`src/sv/atpr_pkg.sv`:
```
// Shared constants, types and the arctangent table for the accelerometer
// tilt / roll / magnitude core. No dependencies.
package atpr_pkg;

    // default sample width and CORDIC depth
    localparam int SAMPLE_BITS_DEF   = 16;
    localparam int CORDIC_STAGES_DEF = 16;

    // result word widths
    localparam int TILT_W = 15;
    localparam int ROLL_W = 16;
    localparam int MAG_W  = 16;

    // vectors enter the CORDIC scaled by 2^VEC_SHIFT
    localparam int VEC_SHIFT = 16;

    // angle accumulator: 0.01 degree with ANG_FRAC fraction bits
    localparam int ANG_W    = 28;
    localparam int ANG_FRAC = 12;
    localparam int RND_W    = ANG_W - ANG_FRAC;

    localparam int ATAN_LEN = 24;

    localparam logic signed [ANG_W-1:0] RIGHT_Q12 = 28'sd36864000;
    localparam logic signed [ANG_W-1:0] RND_POS   = 28'sd2048;
    localparam logic signed [ANG_W-1:0] RND_NEG   = 28'sd2047;

    localparam logic signed [RND_W-1:0] TILT_LIM = 16'sd9000;
    localparam logic signed [RND_W-1:0] ROLL_LIM = 16'sd18000;
    localparam logic signed [RND_W-1:0] RIGHT_DEG = 16'sd9000;

    localparam logic [MAG_W-1:0] MAG_MAX = 16'hFFFF;

    // atan(2^-i) in 1/4096 of 0.01 degree
    localparam logic signed [ANG_W-1:0] ATAN_Q12 [ATAN_LEN] = '{
        28'sd18432000, 28'sd10881045, 28'sd5749245, 28'sd2918407,
        28'sd1464867,  28'sd733147,   28'sd366663,  28'sd183343,
        28'sd91673,    28'sd45837,    28'sd22918,   28'sd11459,
        28'sd5730,     28'sd2865,     28'sd1432,    28'sd716,
        28'sd358,      28'sd179,      28'sd90,      28'sd45,
        28'sd22,       28'sd11,       28'sd6,       28'sd3
    };

    // how the roll angle is formed at the output
    typedef enum logic [2:0] {
        ROLL_VEC,
        ROLL_ZERO,
        ROLL_FLIP,
        ROLL_POS90,
        ROLL_NEG90
    } t_roll_sel;

endpackage

```
`src/sv/atpr_cordic_cell.sv`:
```
// One CORDIC vectoring micro-rotation with its angle update.
// Depends on atpr_pkg for the arctangent table and angle width.
module atpr_cordic_cell #(
    parameter int CW    = 34,
    parameter int STAGE = 0
) (
    input  logic                              i_clk,
    input  logic                              i_en,
    input  logic signed [CW-1:0]              i_x,
    input  logic signed [CW-1:0]              i_y,
    input  logic signed [atpr_pkg::ANG_W-1:0] i_acc,
    output logic signed [CW-1:0]              o_x,
    output logic signed [CW-1:0]              o_y,
    output logic signed [atpr_pkg::ANG_W-1:0] o_acc
);
    import atpr_pkg::*;

    localparam logic signed [ANG_W-1:0] ATAN = ATAN_Q12[STAGE];

    logic signed [CW-1:0]    w_dx;
    logic signed [CW-1:0]    w_dy;
    logic signed [CW-1:0]    n_x;
    logic signed [CW-1:0]    n_y;
    logic signed [ANG_W-1:0] n_acc;
    logic signed [CW-1:0]    r_x;
    logic signed [CW-1:0]    r_y;
    logic signed [ANG_W-1:0] r_acc;

    // rotate toward the x axis, steered by the sign of y
    always_comb begin
        w_dx = i_y >>> STAGE;
        w_dy = i_x >>> STAGE;
        if (!i_y[CW-1]) begin
            n_x   = i_x + w_dx;
            n_y   = i_y - w_dy;
            n_acc = i_acc + ATAN;
        end else begin
            n_x   = i_x - w_dx;
            n_y   = i_y + w_dy;
            n_acc = i_acc - ATAN;
        end
    end

    // hand the vector to the next cell
    always_ff @(posedge i_clk) begin
        if (i_en) begin
            r_x   <= n_x;
            r_y   <= n_y;
            r_acc <= n_acc;
        end
    end

    assign o_x   = r_x;
    assign o_y   = r_y;
    assign o_acc = r_acc;
endmodule
```
`config.mk`:
```
export PLATFORM = sky130hd
export DESIGN_NAME = atpr_cordic_cell
export DESIGN_NICKNAME = d
export VERILOG_FILES = /design/src/sv/atpr_pkg.sv /design/src/sv/atpr_cordic_cell.sv
export SDC_FILE = /design/constraint.sdc
export NUM_CORES = 1
export LEC_CHECK = 0
export ABC_CLOCK_PERIOD_IN_PS = 7900
export BUFFER_PORTS_ARGS = -buffer_cell sky130_fd_sc_hd__buf_2
export CAP_MARGIN = 10
export CORE_ASPECT_RATIO = 1.1
export CORE_MARGIN = 2
export CORE_UTILIZATION = 45
export CTS_BUF_LIST = sky130_fd_sc_hd__clkbuf_4 sky130_fd_sc_hd__clkbuf_8
export CTS_CLUSTER_DIAMETER = 40
export DETAILED_ROUTE_END_ITERATION = 10
export HOLD_SLACK_MARGIN = 0.03
export PLACE_DENSITY = 0.68
export SYNTH_ARGS = -nofsm -noshare
export SYNTH_HDL_FRONTEND = slang
export SYNTH_SLANG_ARGS = --single-unit
```
`constraint.sdc`:
```
create_clock -name i_clk -period 7.9 [get_ports i_clk]
set_input_delay 0 -clock i_clk [delete_from_list [all_inputs] [get_ports i_clk]]
set_output_delay 0 -clock i_clk [all_outputs]
set_load 0.02 [all_outputs]
```
After elaboration in Yosys (flattened, before gate mapping):

Index checks and enable logic that the tools add are counted.
Widths: inputs -> output; s select.

* register bits: 96

* add/subtract/negate cells: 5
* mux-type cells: 3

Operator list (number)
* $mux 34: 2
* $sub 34x34->34: 2
* $add 34x34->34: 1
* $add 28x26->28 const B: 1
* $mux 28: 1
* $sub 28x26->28 const B: 1

Depth between registers and ports, before layout:

* depth after elaboration: 2
* depth in mapped cells: 12
* mapped depth without buffers: 12

Worst setup path before layout:

OpenSTA, ideal clock, no wires.

* path type: input to register
* from: in i_x[2]
* to: reg r_y[30], in the netlist o_y[30] (data pin)
* stages: 11
* library setup time: 258 ps
* required time: 7642 ps
* path slack: 5418 ps
* arrival time: 2224 ps
* path through: inv_1 ha_1 nor2b_1 o21a_1 a31o_1 o41a_4 a2111o_1 a31o_1 a21oi_1 mux2i_1 xnor2_1

* cells in the longest elaborated chain, start to end: 2
* elaborated cells between the ends (all ways): 3
* those cells by class: 2 x add/sub; 1 x mux

RTL lines
* start: declaration: RTL line atpr_cordic_cell.sv:9 `input logic signed [CW-1:0] i_x,`
* $sub 34x34->34 or $add 34x34->34 (tied branches): RTL line atpr_cordic_cell.sv:35, atpr_cordic_cell.sv:39
* $mux 34 (*): RTL line atpr_cordic_cell.sv:33 `if (!i_y[CW-1]) begin`
* net n_y[30]: RTL line atpr_cordic_cell.sv:23 `logic signed [CW-1:0] n_y;`
* end signal: assignment: RTL line atpr_cordic_cell.sv:48 `r_y <= n_y;`
* end: declaration: RTL line atpr_cordic_cell.sv:26 `logic signed [CW-1:0] r_y;`

The timed path passes the listed nets; every way through them passes the cells marked *.
A chain may end at the register's enable or synchronous reset.

Final worst setup path:

* from: in i_y[33]
* to: reg r_acc[27], in the netlist o_acc[27] (data pin)

* cells in the longest elaborated chain, start to end: 1

RTL lines
* start: declaration: RTL line atpr_cordic_cell.sv:10 `input logic signed [CW-1:0] i_y,`
* $mux 28: RTL line atpr_cordic_cell.sv:33
* net n_acc[27]: RTL line atpr_cordic_cell.sv:24 `logic signed [ANG_W-1:0] n_acc;`
* end signal: assignment: RTL line atpr_cordic_cell.sv:49 `r_acc <= n_acc;`
* end: declaration: RTL line atpr_cordic_cell.sv:27 `logic signed [ANG_W-1:0] r_acc;`

The timed path passes the listed nets, and every way through them passes these cells.

==> parameters.txt <==
Parameter                              Value

Timing
  Fin. max-slew vios    0
  Final sum of negative setup slack    0 ps
  Final Hold Viols    0
  Maximum clock frequency    310 MHz
  Actual transition at the worst max-transition pin    between 1000 and 1500 ps
  Min Clock Period, post-route    around 3200 ps
  Final worst path period share    0.409
  Worst slew margin    0.257
  Setup repair after global routing missed its margin    no
  Total setup violations reported at the end of the flow    0

Power and ir drop
  Net switching power figure    roughly 0.7 mW
  Part of the power in registers    0.386
  Peak supply drop    around 0.1 mV
  Gate power share    0.428
  Switching portion of total power    0.398
  Static Leak    4.76 nW
  Pwr/cell area    166 mW/mm2
  Internal portion of total power    around 1.1 mW
  Clk pwr share    0.186

Global route
  Residual overflow from global routing    0
  Pin count of the biggest net entering global routing    about 100
  Number of antenna violations at the first check in global routing    0
  Global-route total usage across every layer    0.239
  Number of global-route vias before repair    approximately 8000
  First-pass GRT wire length    between 40000 and 50000 um

Critical path
  Kind of end point of the critical path    flip-flop
  Class of the most critical setup path    primary input to flip-flop
  Data required time of the worst path    8040 ps
  Critical path fanouts, max    100
  Arr. time, crit path    roughly 3400 ps
  Nature of the critical path startpoint    primary input

Final layout
  Layout overhead on the synthesized area    16.3%
  Fill cell total of the finished layout    ~1900
  Fraction of final layout cells with drive strength greater than 1    0.191
  Sequential cell area    roughly 0.0029 mm2
  Final design utilization    0.534
  Post-layout net count    1430
  Area used by multi-input combinational logic    between 0.005 and 0.006 mm2
  Cell Count, Final, Fillers Out    1475

Detailed routing
  DRC violations left    0
  Final WL    roughly 26000 um
  Average wire length per cell after detail routing    17.6 um
  First DRT Iteration DRCs    861
  Avg Vias per Cell    5.65
  ANT nets after route    0
  Via count    around 8300
  TritonRoute pass-1 iters    8

Logic synthesis
  Dominant cell type by area after synthesis    sky130_fd_sc_hd__edfxtp_1
  Largest cells by area after synthesis    sky130_fd_sc_hd__edfxtp_1, sky130_fd_sc_hd__ha_1, sky130_fd_sc_hd__a21oi_1, sky130_fd_sc_hd__xnor2_1, sky130_fd_sc_hd__inv_1
  Avg Cell Area, Syn    between 8 and 9 um2
  Synth unique cells    69
  Net count after synthesis    about 1200
  Number of warnings reported in the yosys synthesis log    0
  List of most frequent post-synthesis cells    sky130_fd_sc_hd__a21oi_1, sky130_fd_sc_hd__ha_1, sky130_fd_sc_hd__inv_1
  Instance count of the mapped netlist    1036
  Fraction of registers with async set or reset after synthesis    0
  Sequential element share of the synthesized area    0.314
  Post-Synthesis Cell Area    approximately 0.0091 mm2
  Most frequent cell after synthesis    sky130_fd_sc_hd__a21oi_1
  Top-area cell type share of the netlist area    0.314
  Most common flop cell mapped by yosys    sky130_fd_sc_hd__edfxtp_1
  Count of state elements after synthesis    95
  Number of synthesized flops with an enable pin    95

Floorplan
  Height of the die    roughly 150 um
  Effective utilization at floorplan    0.459
  Horizontal die dimension    around 140 um
  Number of ports placed on the die boundary    194
  Placeable core region    roughly 0.02 mm2
  Total die area    roughly 0.021 mm2
  # rows    54

Hold path
  Cells on Worst Hold Path    1
  Class of the tightest hold or removal check    primary input to flip-flop

Place
  Gp weighted congestion    approximately 0.94
  HPWL after DPL    19900 um
  Buffers added on ports    just under 200
  Inst Count DP    1440

Clock tree
  Clock sink count    95
  TritonCTS clock tree    yes
  Count of H-tree levels built during CTS    3
  CTS Buffer Depth    2
  Clock root buffer    sky130_fd_sc_hd__clkbuf_8
  Number of buffers inserted during clock tree synthesis    9
  Post-CTS clock slew at the launch and capture registers of the worst setup and hold paths    around 110 ps
  Buffer count from post-CTS setup fixing    0

Run
  Max-cap check violation count    0

Run status
  Result of the run    completed
==> per-layer routing <==
layer / up-vias / part of all wire / global-route usage
met5: - / 0 / 0
met4: 0 / 0.022 / 0.0717
met3: 40 / 0.077 / 0.0432
met2: 371 / 0.47 / 0.396
met1: 3846 / 0.43 / 0.319
li1: 4082 / - / -
==> path summary, 6_finish.rpt <==
path / startpoint / to / slack [ps]
setup / recovery: i_y[33] / o_acc[27]$_DFFE_PP_ / 4670
hold / removal: i_en / o_y[13]$_DFFE_PP_ / 40
==> layout by cell type, fill, tap and decap left out, types with 6 or more instances in the layout <==
cell / Yosys / routed
sky130_fd_sc_hd__o21ai_0: 70 / 70
sky130_fd_sc_hd__nor3_1: 22 / 22
sky130_fd_sc_hd__xnor2_1: 64 / 64
sky130_fd_sc_hd__o211ai_1: 9 / 9
sky130_fd_sc_hd__inv_1: 109 / 109
sky130_fd_sc_hd__buf_2: 3 / 191
sky130_fd_sc_hd__a2111oi_0: 7 / 7
sky130_fd_sc_hd__o21bai_1: 20 / 20
sky130_fd_sc_hd__a21oi_1: 119 / 119
sky130_fd_sc_hd__dlygate4sd3_1: 0 / 18
sky130_fd_sc_hd__nand2_1: 56 / 56
sky130_fd_sc_hd__nor2b_1: 14 / 14
sky130_fd_sc_hd__o21a_1: 15 / 15
sky130_fd_sc_hd__nor2_1: 72 / 72
sky130_fd_sc_hd__nor4_1: 6 / 6
sky130_fd_sc_hd__clkbuf_8: 0 / 9
sky130_fd_sc_hd__a31oi_1: 10 / 10
sky130_fd_sc_hd__o21ba_2: 7 / 7
sky130_fd_sc_hd__ha_1: 111 / 111
sky130_fd_sc_hd__xor2_1: 13 / 13
sky130_fd_sc_hd__nand3_1: 14 / 14
sky130_fd_sc_hd__o31ai_1: 16 / 16
sky130_fd_sc_hd__edfxtp_1: 95 / 95
sky130_fd_sc_hd__nand4_1: 12 / 12
sky130_fd_sc_hd__mux2i_1: 14 / 14
sky130_fd_sc_hd__nand2b_1: 7 / 7
sky130_fd_sc_hd__a21o_1: 22 / 22
==> metrics by stage <==
stage               setup slack [ps]  cell area (um2)  power (mW)  hold WS [ps]
floorplan                       5420             9090        1.19          98.9
global placement                4400            10200        1.42           177
detailed placement              4320            10200        1.42           179
CTS                             4740            10600        1.76          39.0
global route                    4430            10600        1.86          43.3
finish                          4670            10600        1.75          43.8
==> worst max-delay path: stages <==
cell	delay, ps
sky130_fd_sc_hd__buf_4	810
sky130_fd_sc_hd__inv_2	640
sky130_fd_sc_hd__ha_1	540
sky130_fd_sc_hd__a21oi_1	110
sky130_fd_sc_hd__o21a_1	190
sky130_fd_sc_hd__o21ai_0	250
sky130_fd_sc_hd__nand4_1	150
sky130_fd_sc_hd__a31oi_1	250
sky130_fd_sc_hd__a21o_1	160
sky130_fd_sc_hd__a21oi_1	70
sky130_fd_sc_hd__xnor2_1	130
==> flip-flops by register name, indices dropped and copies added, names as in the netlist <==
signal	count
o_x	34
o_y	33
o_acc	28
==> cell families (layout without fill, tap and decap cells) <==
group	after synthesis	after routing	synth area share
other	0	1	0
multiplexers	14	14	0.0154
XOR/XNOR	77	77	0.0742
AND/OR/NAND/NOR	231	231	0.121
flip-flops	95	95	0.314
AO/OA/AOI/OAI	350	350	0.248
buffers and inverters	154	340	0.0665
adder cells (fa/ha/maj)	115	115	0.162
==> power by group through the flow <==
| stage | sequential, mW | combinational [mW] | clock (mW) |
|---|---|---|---|
| 2_1_floorplan | 0.795 | 0.396 | 0 |
| 3_5_place_dp | 0.690 | 0.733 | 0 |
| 3_3_place_gp | 0.689 | 0.730 | 0 |
| 5_1_grt | 0.686 | 0.813 | 0.360 |
| 4_1_cts | 0.679 | 0.744 | 0.339 |
| 6_report | 0.678 | 0.750 | 0.326 |
==> timing repair <==
action	in CTS	in global routing
hold buffers	18	0
hold endpoints to repair	19	0
resized for setup	0	0
==> cell type report <==
type,instances,area share
antenna,1,0.000237
clock buffer,9,0.0117
clock inverter,7,0.00592
inverter,112,0.0398
multi-input combinational,787,0.533
sequential,95,0.270
tap,252,0.0298
timing repair buffer,212,0.110
Power figures use the tool's default switching activity.
