File: src/sv/atpr_sqrt_cell.sv
// One step of the bitwise integer square root: decides one root bit.
// Stand-alone; chained by the top level.
module atpr_sqrt_cell #(
    parameter int W    = 16,
    parameter int STEP = 0
) (
    input  logic           i_clk,
    input  logic           i_en,
    input  logic [2*W-1:0] i_num,
    input  logic [2*W-1:0] i_res,
    output logic [2*W-1:0] o_num,
    output logic [2*W-1:0] o_res
);
    localparam int NW = 2 * W;
    localparam logic [NW-1:0] BIT = NW'(1) << (2 * (W - 1 - STEP));

    logic [NW-1:0] w_try;
    logic [NW-1:0] n_num;
    logic [NW-1:0] n_res;
    logic [NW-1:0] r_num;
    logic [NW-1:0] r_res;

    // trial subtract of the candidate bit
    always_comb begin
        w_try = i_res + BIT;
        if (i_num >= w_try) begin
            n_num = i_num - w_try;
            n_res = (i_res >> 1) + BIT;
        end else begin
            n_num = i_num;
            n_res = i_res >> 1;
        end
    end

    // hold the partial root and remainder
    always_ff @(posedge i_clk) begin
        if (i_en) begin
            r_num <= n_num;
            r_res <= n_res;
        end
    end

    assign o_num = r_num;
    assign o_res = r_res;
endmodule

File: config.mk
export PLATFORM = sky130hd
export DESIGN_NAME = atpr_sqrt_cell
export DESIGN_NICKNAME = d
export VERILOG_FILES = /design/src/sv/atpr_sqrt_cell.sv
export SDC_FILE = /design/constraint.sdc
export NUM_CORES = 1
export LEC_CHECK = 0
export ABC_CLOCK_PERIOD_IN_PS = 2400
export BUFFER_PORTS_ARGS = -buffer_cell sky130_fd_sc_hd__buf_4
export CORE_ASPECT_RATIO = 2
export CORE_MARGIN = 10
export CORE_UTILIZATION = 47
export DETAILED_ROUTE_END_ITERATION = 7
export GPL_ROUTABILITY_DRIVEN = 1
export MAX_ROUTING_LAYER = met4
export PLACE_DENSITY = 0.77
export SLEW_MARGIN = 20
export SYNTH_ARGS = -nofsm -noshare
export SYNTH_HDL_FRONTEND = slang
export SYNTH_SLANG_ARGS = --single-unit
File: constraint.sdc
create_clock -name i_clk -period 2.4 [get_ports i_clk]
set_input_delay 0.24 -clock i_clk [delete_from_list [all_inputs] [get_ports i_clk]]
set_output_delay 0.24 -clock i_clk [all_outputs]
set_load 0.05 [all_outputs]
; ---- Yosys cells after proc, flatten, opt, wreduce, memory -nomap -nowiden
; Cells that the tools add are included.
; W data, S select, Z words.
[totals]
wordCells = 9
reg_bits = 64
[classes]
muxes = 2
n_lt_le_gt_ge = 1
add_sub_neg = 3
[ops]
columns = cell, n
row1 = $add A31 B31 Y32 const B, 1
row2 = $add A32 B31 Y32 const B, 1
row3 = $ge A32 B32 Y1, 1
row4 = $mux W32, 1
row5 = $sub A32 B32 Y32, 1
row6 = $mux W31, 1

; ---- Longest topological paths before layout
; Gate-level depths: netlist of the first run.
[logic_depth]
word_depth = 3
depth_mapped = 13
depth_no_buf = 11

; ---- Worst setup path after synthesis of the first run
; Ideal clock, no wire load.
[synth_path]
kind = input to register
start = input port i_num[0]
end = register r_num[29], in the netlist o_num[29], data pin
setup_time_ns = 0.135
n_path_buf = 0
t_required_ns = 2.265
arrival_ns = 2.427
cell_stages = 11
setup_slack_ns = -0.161
cell_sequence = inv_1 > ha_1 > fa_1 > nor2b_1 > o31a_1 > o221ai_1 > a21boi_2 > o211ai_4 > and2_4 > or4_1 > nand3_1
[synth_via]
elab_chain_cells = 2
elab_cells_between_ends = 3
classes_between = add/sub: 1 / order compare: 1 / mux: 1
[synth_rtl]
columns = item, line_no
row1 = from (decl), 9  ; input logic [2*W-1:0] i_num,
row2 = $sub A32 B32 Y32 or $ge A32 B32 Y1 (tied branches), "27, 26"
row3 = $mux W32 (*), 26  ; if (i_num >= w_try) begin
row4 = net n_num[29], 18  ; logic [NW-1:0] n_num;
row5 = to (signal assigned), 38  ; r_num <= n_num;
row6 = to (decl), 20  ; logic [NW-1:0] r_num;
; The timed path passes the listed nets; every way through them passes the cells marked *.
; A chain may end at the register's enable or synchronous reset.

; ---- Worst setup path after layout of the first run
[layout_path]
start = input port i_res[10]
end = register r_num[29], in the netlist o_num[29], data pin
[layout_via]
elab_chain_cells = 3
elab_cells_between_ends = 4
classes_between = add/sub: 2 / order compare: 1 / mux: 1
[layout_rtl]
columns = item, line_no
row1 = from (decl), 10  ; input logic [2*W-1:0] i_res,
row2 = $add A32 B31 Y32 (*), 25  ; w_try = i_res + BIT;
row3 = $sub A32 B32 Y32 or $ge A32 B32 Y1 (tied branches), "27, 26"
row4 = $mux W32 (*), 26
row5 = net n_num[29], 18
; Marked as above.

==> results of run 1 <==
area by class of cell:
class / count / share of cell area
multi-input combinational: 323 / 0.360
sequential: 64 / 0.288
timing repair buffer: 232 / 0.263
clock buffer: 10 / 0.0343
inverter: 41 / 0.0249
tap: 102 / 0.0191
clock inverter: 5 / 0.0109
critical path, stage by stage:
cell	delay (ns)
buf_4	0.09
inv_1	0.04
ha_2	0.37
nand3_1	0.14
o21bai_1	0.19
a2111o_1	0.31
and3_4	0.20
a21oi_4	0.18
a2111oi_4	0.09
buf_4	0.16
or4_1	0.45
nand3_1	0.09
synth_stat cells, drive strengths merged (3+ instances only):
| master | count | share of area |
|---|---|---|
| a211oi | 7 | 0.012 |
| a21boi | 6 | 0.011 |
| a21o | 14 | 0.024 |
| a21oi | 44 | 0.056 |
| a31oi | 8 | 0.011 |
| and3 | 9 | 0.013 |
| buf | 11 | 0.021 |
| clkbuf | 3 | 0.0026 |
| edfxtp | 64 | 0.44 |
| ha | 32 | 0.092 |
| inv | 41 | 0.035 |
| nand2 | 39 | 0.034 |
| nand2b | 4 | 0.0057 |
| nand3 | 12 | 0.014 |
| nand4 | 6 | 0.0086 |
| nor2 | 43 | 0.037 |
| nor2b | 6 | 0.0086 |
| nor3 | 4 | 0.0046 |
| o211ai | 3 | 0.0083 |
| o21a | 4 | 0.0069 |
| o21ai | 20 | 0.023 |
| o21bai | 4 | 0.0069 |
| o31ai | 3 | 0.0052 |
| xnor2 | 14 | 0.028 |
| xor2 | 9 | 0.018 |
power by group through the flow:
stage | Clock, mW | Combinational (mW) | Sequential (mW)
2_1_floorplan | 0 | 0.636 | 1.92
3_3_place_gp | 0 | 1.76 | 1.46
3_5_place_dp | 0 | 1.79 | 1.46
4_1_cts | 1.38 | 1.81 | 1.44
5_1_grt | 1.43 | 1.96 | 1.46
6_report | 1.36 | 1.84 | 1.44
path summary, 6_finish.rpt:
| kind | cells after the start | slack [ns] | end |
|---|---|---|---|
| setup / recovery | 12 | 0.06 | o_num[29]$_DFFE_PP_ |
| hold / removal | 1 | 0.08 | o_res[5]$_DFFE_PP_ |
metrics by stage:
| step | std cells | cell area [sq um] | total power [mW] |
|---|---|---|---|
| 2_1_floorplan | 442 | 4520 | 2.56 |
| 3_5_place_dp | 761 | 6280 | 3.25 |
| 3_3_place_gp | 761 | 6280 | 3.22 |
| 5_1_grt | 777 | 6680 | 4.84 |
| 6_report | 777 | 6680 | 4.64 |
| 4_1_cts | 776 | 6580 | 4.63 |
state kept, by name, summed over array words and instances, names as in the netlist:
register	flops
o_res	32
o_num	32
metal layers:
layer  track usage  vias up  part of all wire
met3        0.0418       56             0.049
met4         0.130        0             0.047
met5             -        -                 0
li1              -     2085                 -
met2         0.427      170              0.58
met1         0.192     2047              0.32
repair_timing:
item | CTS | global route
endpoints found under the setup margin | 3 | 10
gates cloned | 0 | 0
pin swaps | 1 | 9
resized for setup | 1 | 20
setup buffers | 0 | 1
kinds of logic (layout without fill, tap and decap cells):
kind of cell,count (synthesis),after routing,share of synthesized area
muxes,1,1,0.00259
AOI/OAI and AO/OA,131,131,0.205
buffers and inverters,55,288,0.0592
and+or+nand+nor,135,135,0.149
adders and majority gates,33,33,0.0966
xor gates and xnor gates,23,23,0.0463
DFF,64,64,0.442
==> flow_summary_export.csv, run 1 <==
group,metric,value,unit
worst_setup_path,required,2.61,ns
detailed_routing,wl,15100,um
detailed_routing,first_iter_violations,160,
global_routing,grt_antenna_before_repair,0,
placement,place_congestion,0.926,
final_layout,syn_to_final_growth,53.5,%
sta,clock.fmax,0.427,GHz
pwr,p_per_area,695,nW/um^2
sta,maxSlewViolCount,0,
final_layout,drive_gt1_frac,0.433,
synthesis,ys_seq_area_frac,0.442,
worst_setup_path,critPathCaptureType,"flip-flop",
floorplan,num_rows,49,
sta,finalCriticalPeriod,2.34,ns
synthesis,syn_area,4350,sq um
worst_setup_path,worstPathArrival,2.56,ns
floorplan,die_w,88.1,um
placement,portBuffers,129,
clock_network,cts_hold_buffers,0,
synthesis,syn_inst,442,
synthesis,synth-edff-count,64,
pwr,internal_power,3.02,mW
floorplan,die_h,156,um
worst_setup_path,worstSetupPathType,"primary input to flip-flop",
sta,holdWs,0.0841,ns
floorplan,fp.dieArea,13700,sq um
synthesis,syn_area_per_cell,9.85,sq um
worst_hold_path,min_path_type,"primary input to flip-flop",
sta,rsz0062_at_grt,"true",
sta,setup_viol,0,
clock_network,cts_tree,"built",
sta,tightest_slew,0.865,ns
run_status,status,"finished clean",
final_layout,layout_commonest_cell,"buf_4",
global_routing,grt_max_degree,65,
detailed_routing,drc,0,
pwr,p_leak,3.09,nW
synthesis,ys.flop_type,"edfxtp_1",
final_layout,final_nets,770,
floorplan,ioPinCount,130,
detailed_routing,via_count,4358,
worst_setup_path,crit_path_start_kind,"primary input",
placement,hpwl,11800,um
final_layout,layout_common_cells,"buf_4, edfxtp_1, nor2_1",
final_layout,multiInputGateArea,2410,sq um
sta,finalCritPeriodShare,0.977,
synthesis,async_reset_ff_frac,0,
sta,hold_viol_final,0,
worst_setup_path,cp_max_fo,4,
pwr,sequentialPowerShare,0.311,
final_layout,antenna_cells,0,
synthesis,synthDistinctLibCells,58,
final_layout,fill_cells,662,
sta,setup_tns,0,ns
clock_network,cts.sinks,64,
pwr,swShare,0.348,
final_layout,regArea,1920,sq um
clock_network,clockRootBuffer,"clkbuf_16",
floorplan,core-area,9010,sq um
pwr,ir_drop,473,uV
worst_hold_path,hp-start,"i_res[6]",
final_layout,utilization,0.741,
sta,finalWorstSetupSlack,0.0559,ns
global_routing,overflow,0,
floorplan,initial_utilization,0.483,
synthesis,synth_fp_nets,541,
clock_network,htreeDepth,3,
global_routing,grt_pass1_wl,23100,um
pwr,power_frac_clock,0.293,
placement,dp_worst_setup_slack,-0.364,ns
clock_network,cts.clk_slew.worst_paths,0.06,ns
global_routing,grt_pass1_vias,4688,
sta,slew-limit-headroom,0.423,
detailed_routing,wl_per_cell,19.5,um
synthesis,yosys_warnings,0,
clock_network,cts_buffer_depth,2,
worst_setup_path,crit_start,"i_res[10]",
global_routing,grt_use_total,0.225,
pwr,p_switching,1.62,mW
detailed_routing,first_pass_iters,5,
clock_network,tritoncts.num_buffers,9,
flow_run,maxCapViolCount,0,
synthesis,postSynthRegisterBits,64,
detailed_routing,ant_nets,0,
detailed_routing,detail_route.vias_per_cell,5.61,
pwr,combinationalPowerShare,0.397,
Power figures use the tool's default switching activity.
==> inputs of run 2 (changes only) <==
--- a/config.mk
+++ b/config.mk
@@ -7,13 +7,16 @@
 export LEC_CHECK = 0
 export ABC_CLOCK_PERIOD_IN_PS = 2400
 export BUFFER_PORTS_ARGS = -buffer_cell sky130_fd_sc_hd__buf_4
+export CELL_PAD_IN_SITES_DETAIL_PLACEMENT = 0
+export CELL_PAD_IN_SITES_GLOBAL_PLACEMENT = 1
 export CORE_ASPECT_RATIO = 2
 export CORE_MARGIN = 10
-export CORE_UTILIZATION = 47
+export CORE_UTILIZATION = 36
+export CTS_CLUSTER_SIZE = 12
 export DETAILED_ROUTE_END_ITERATION = 7
 export GPL_ROUTABILITY_DRIVEN = 1
 export MAX_ROUTING_LAYER = met4
-export PLACE_DENSITY = 0.77
+export PLACE_DENSITY_LB_ADDON = 0.1
 export SLEW_MARGIN = 20
 export SYNTH_ARGS = -nofsm -noshare
 export SYNTH_HDL_FRONTEND = slang
==> flow_summary_export.csv, run 2 (synthesis results as in run 1) <==
group,metric,value,unit
run_status,status,"finished clean",
placement,dp_worst_setup_slack,-0.473,ns
sta,finalCriticalPeriod,2.39,ns
detailed_routing,via_count,4225,
pwr,p_leak,3.13,nW
clock_network,htreeDepth,3,
worst_hold_path,holdPathStages,1,
floorplan,num_rows,56,
detailed_routing,wl,15300,um
floorplan,ioPinCount,130,
pwr,power_frac_clock,0.297,
clock_network,clockRootBuffer,"clkbuf_16",
worst_setup_path,cp_top_family,"compound AO/OA/AOI/OAI gates",
final_layout,final_nets,777,
global_routing,grt_use_total,0.176,
detailed_routing,first_pass_iters,4,
worst_setup_path,crit_buf_inv,3,
pwr,combinationalPowerShare,0.397,
global_routing,grt_antenna_before_repair,0,
sta,rsz0062_at_grt,"true",
placement,place_area,6320,sq um
sta,clock.fmax,0.418,GHz
pwr,p_switching,1.64,mW
worst_setup_path,path_common_cell,"buf_8",
detailed_routing,detail_route.vias_per_cell,5.10,
clock_network,cts.sinks,64,
final_layout,layout_common_cells,"buf_4, edfxtp_1, nor2_1",
sta,maxSlewViolCount,0,
global_routing,grt_pass1_vias,4687,
final_layout,drive_gt1_frac,0.454,
clock_network,tritoncts.num_buffers,9,
worst_setup_path,max_stage_delay,0.39,ns
placement,dp.cells,803,
floorplan,initial_utilization,0.370,
worst_setup_path,worstPathArrival,2.59,ns
placement,portBuffers,129,
worst_setup_path,crit_path_start_kind,"primary input",
detailed_routing,wl_per_cell,18.5,um
sta,hold_viol_final,0,
final_layout,syn_to_final_growth,58.1,%
worst_hold_path,hp-start,"i_res[15]",
sta,slew-limit-headroom,0.431,
floorplan,core-area,11800,sq um
pwr,sequentialPowerShare,0.305,
worst_setup_path,critPathCaptureType,"flip-flop",
final_layout,design_area,6880,sq um
detailed_routing,drc,0,
sta,finalCritPeriodShare,0.998,
sta,setup_viol,0,
final_layout,fin_cells,828,
worst_hold_path,hold_path_end,"o_res[14]$_DFFE_PP_",
worst_setup_path,required,2.60,ns
clock_network,cts_tree,"built",
floorplan,die_w,97.8,um
worst_setup_path,cpMaxStageDelayCell,"a2111o_1",
clock_network,cts_buffer_depth,2,
placement,place_congestion,0.900,
clock_network,cts.clk_slew.worst_paths,0.06,ns
pwr,swShare,0.349,
pwr,p_per_area,684,nW/um^2
floorplan,die_h,176,um
final_layout,antenna_cells,0,
global_routing,grt_pass1_wl,23400,um
detailed_routing,first_iter_violations,115,
final_layout,fill_cells,1098,
placement,hpwl,12500,um
worst_setup_path,cp_cell_sequence,"buf_8 -> inv_4 -> ha_4 -> fa_2 -> nor2b_2 -> o31a_1 -> o221ai_2 -> a21boi_2 -> o211ai_4 -> and2_4 -> buf_8 -> a2111o_1 -> nand3_2",
floorplan,fp.dieArea,17200,sq um
detailed_routing,ant_nets,0,
pwr,ir_drop,410,uV
sta,finalWorstSetupSlack,0.00516,ns
worst_setup_path,cp_max_fo,7,
global_routing,overflow,0,
sta,setup_tns,0,ns
final_layout,layout_commonest_cell,"buf_4",
sta,tightest_slew,0.854,ns
final_layout,regArea,1920,sq um
global_routing,grt_max_degree,65,
flow_run,maxCapViolCount,0,
worst_hold_path,min_path_type,"primary input to flip-flop",
worst_setup_path,worstSetupPathType,"primary input to flip-flop",
final_layout,multiInputGateArea,2470,sq um
pwr,internal_power,3.06,mW
-- run 2: what timing repair did --
item	4_1_cts	5_1_grt
endpoints found under the setup margin	7	14
resized for setup	9	26
hold buffers	0	0
pin swaps	5	21
cloned	0	0
buffers inserted	0	9
-- run 2: worst max path at each step --
stage	startpoint	end	slack, ns	depth (start not counted)
after floorplan	i_res[11]	o_num[25]$_DFFE_PP_	-0.09	12
after detailed placement	i_num[10]	o_num[31]$_DFFE_PP_	-0.47	10
after global placement	i_num[23]	o_num[26]$_DFFE_PP_	-0.50	12
final	i_num[0]	o_num[26]$_DFFE_PP_	0.005	13
after global routing	i_res[23]	o_num[24]$_DFFE_PP_	-0.07	13
after CTS	i_res[7]	o_num[29]$_DFFE_PP_	0.01	13
-- run 2: layout make-up --
| cell class | count | area share |
|---|---|---|
| well taps | 145 | 0.0264 |
| clock inverters | 5 | 0.0118 |
| repair buffers | 239 | 0.265 |
| clock buffers | 11 | 0.0338 |
| flip-flops and latches | 64 | 0.279 |
| inverters | 41 | 0.0245 |
| multi-input cells | 323 | 0.359 |
-- run 2: through the flow --
stage | utilization | hold slack (ns) | total power [mW]
6_report | 0.585 | 0.0893 | 4.70
3_3_place_gp | 0.537 | 0.429 | 3.26
3_5_place_dp | 0.537 | 0.429 | 3.27
5_1_grt | 0.585 | 0.0808 | 4.93
2_1_floorplan | - | 0.339 | 2.56
4_1_cts | 0.567 | 0.0789 | 4.70
-- run 2: power by group through the flow --
stage | logic (mW) | clock network [mW] | registers, mW
6_report | 1.87 | 1.40 | 1.44
5_1_grt | 2.00 | 1.48 | 1.45
4_1_cts | 1.83 | 1.43 | 1.44
3_5_place_dp | 1.81 | 0 | 1.46
3_3_place_gp | 1.80 | 0 | 1.46
2_1_floorplan | 0.636 | 0 | 1.92
-- run 2: routing by layer --
layer | global-route usage | wire [um] | vias to the layer above
li1 | - | - | 2086
met4 | 0.104 | 807 | 0
met3 | 0.0346 | 577 | 51
met1 | 0.139 | 4820 | 1975
met5 | - | 0 | -
met2 | 0.354 | 9080 | 113
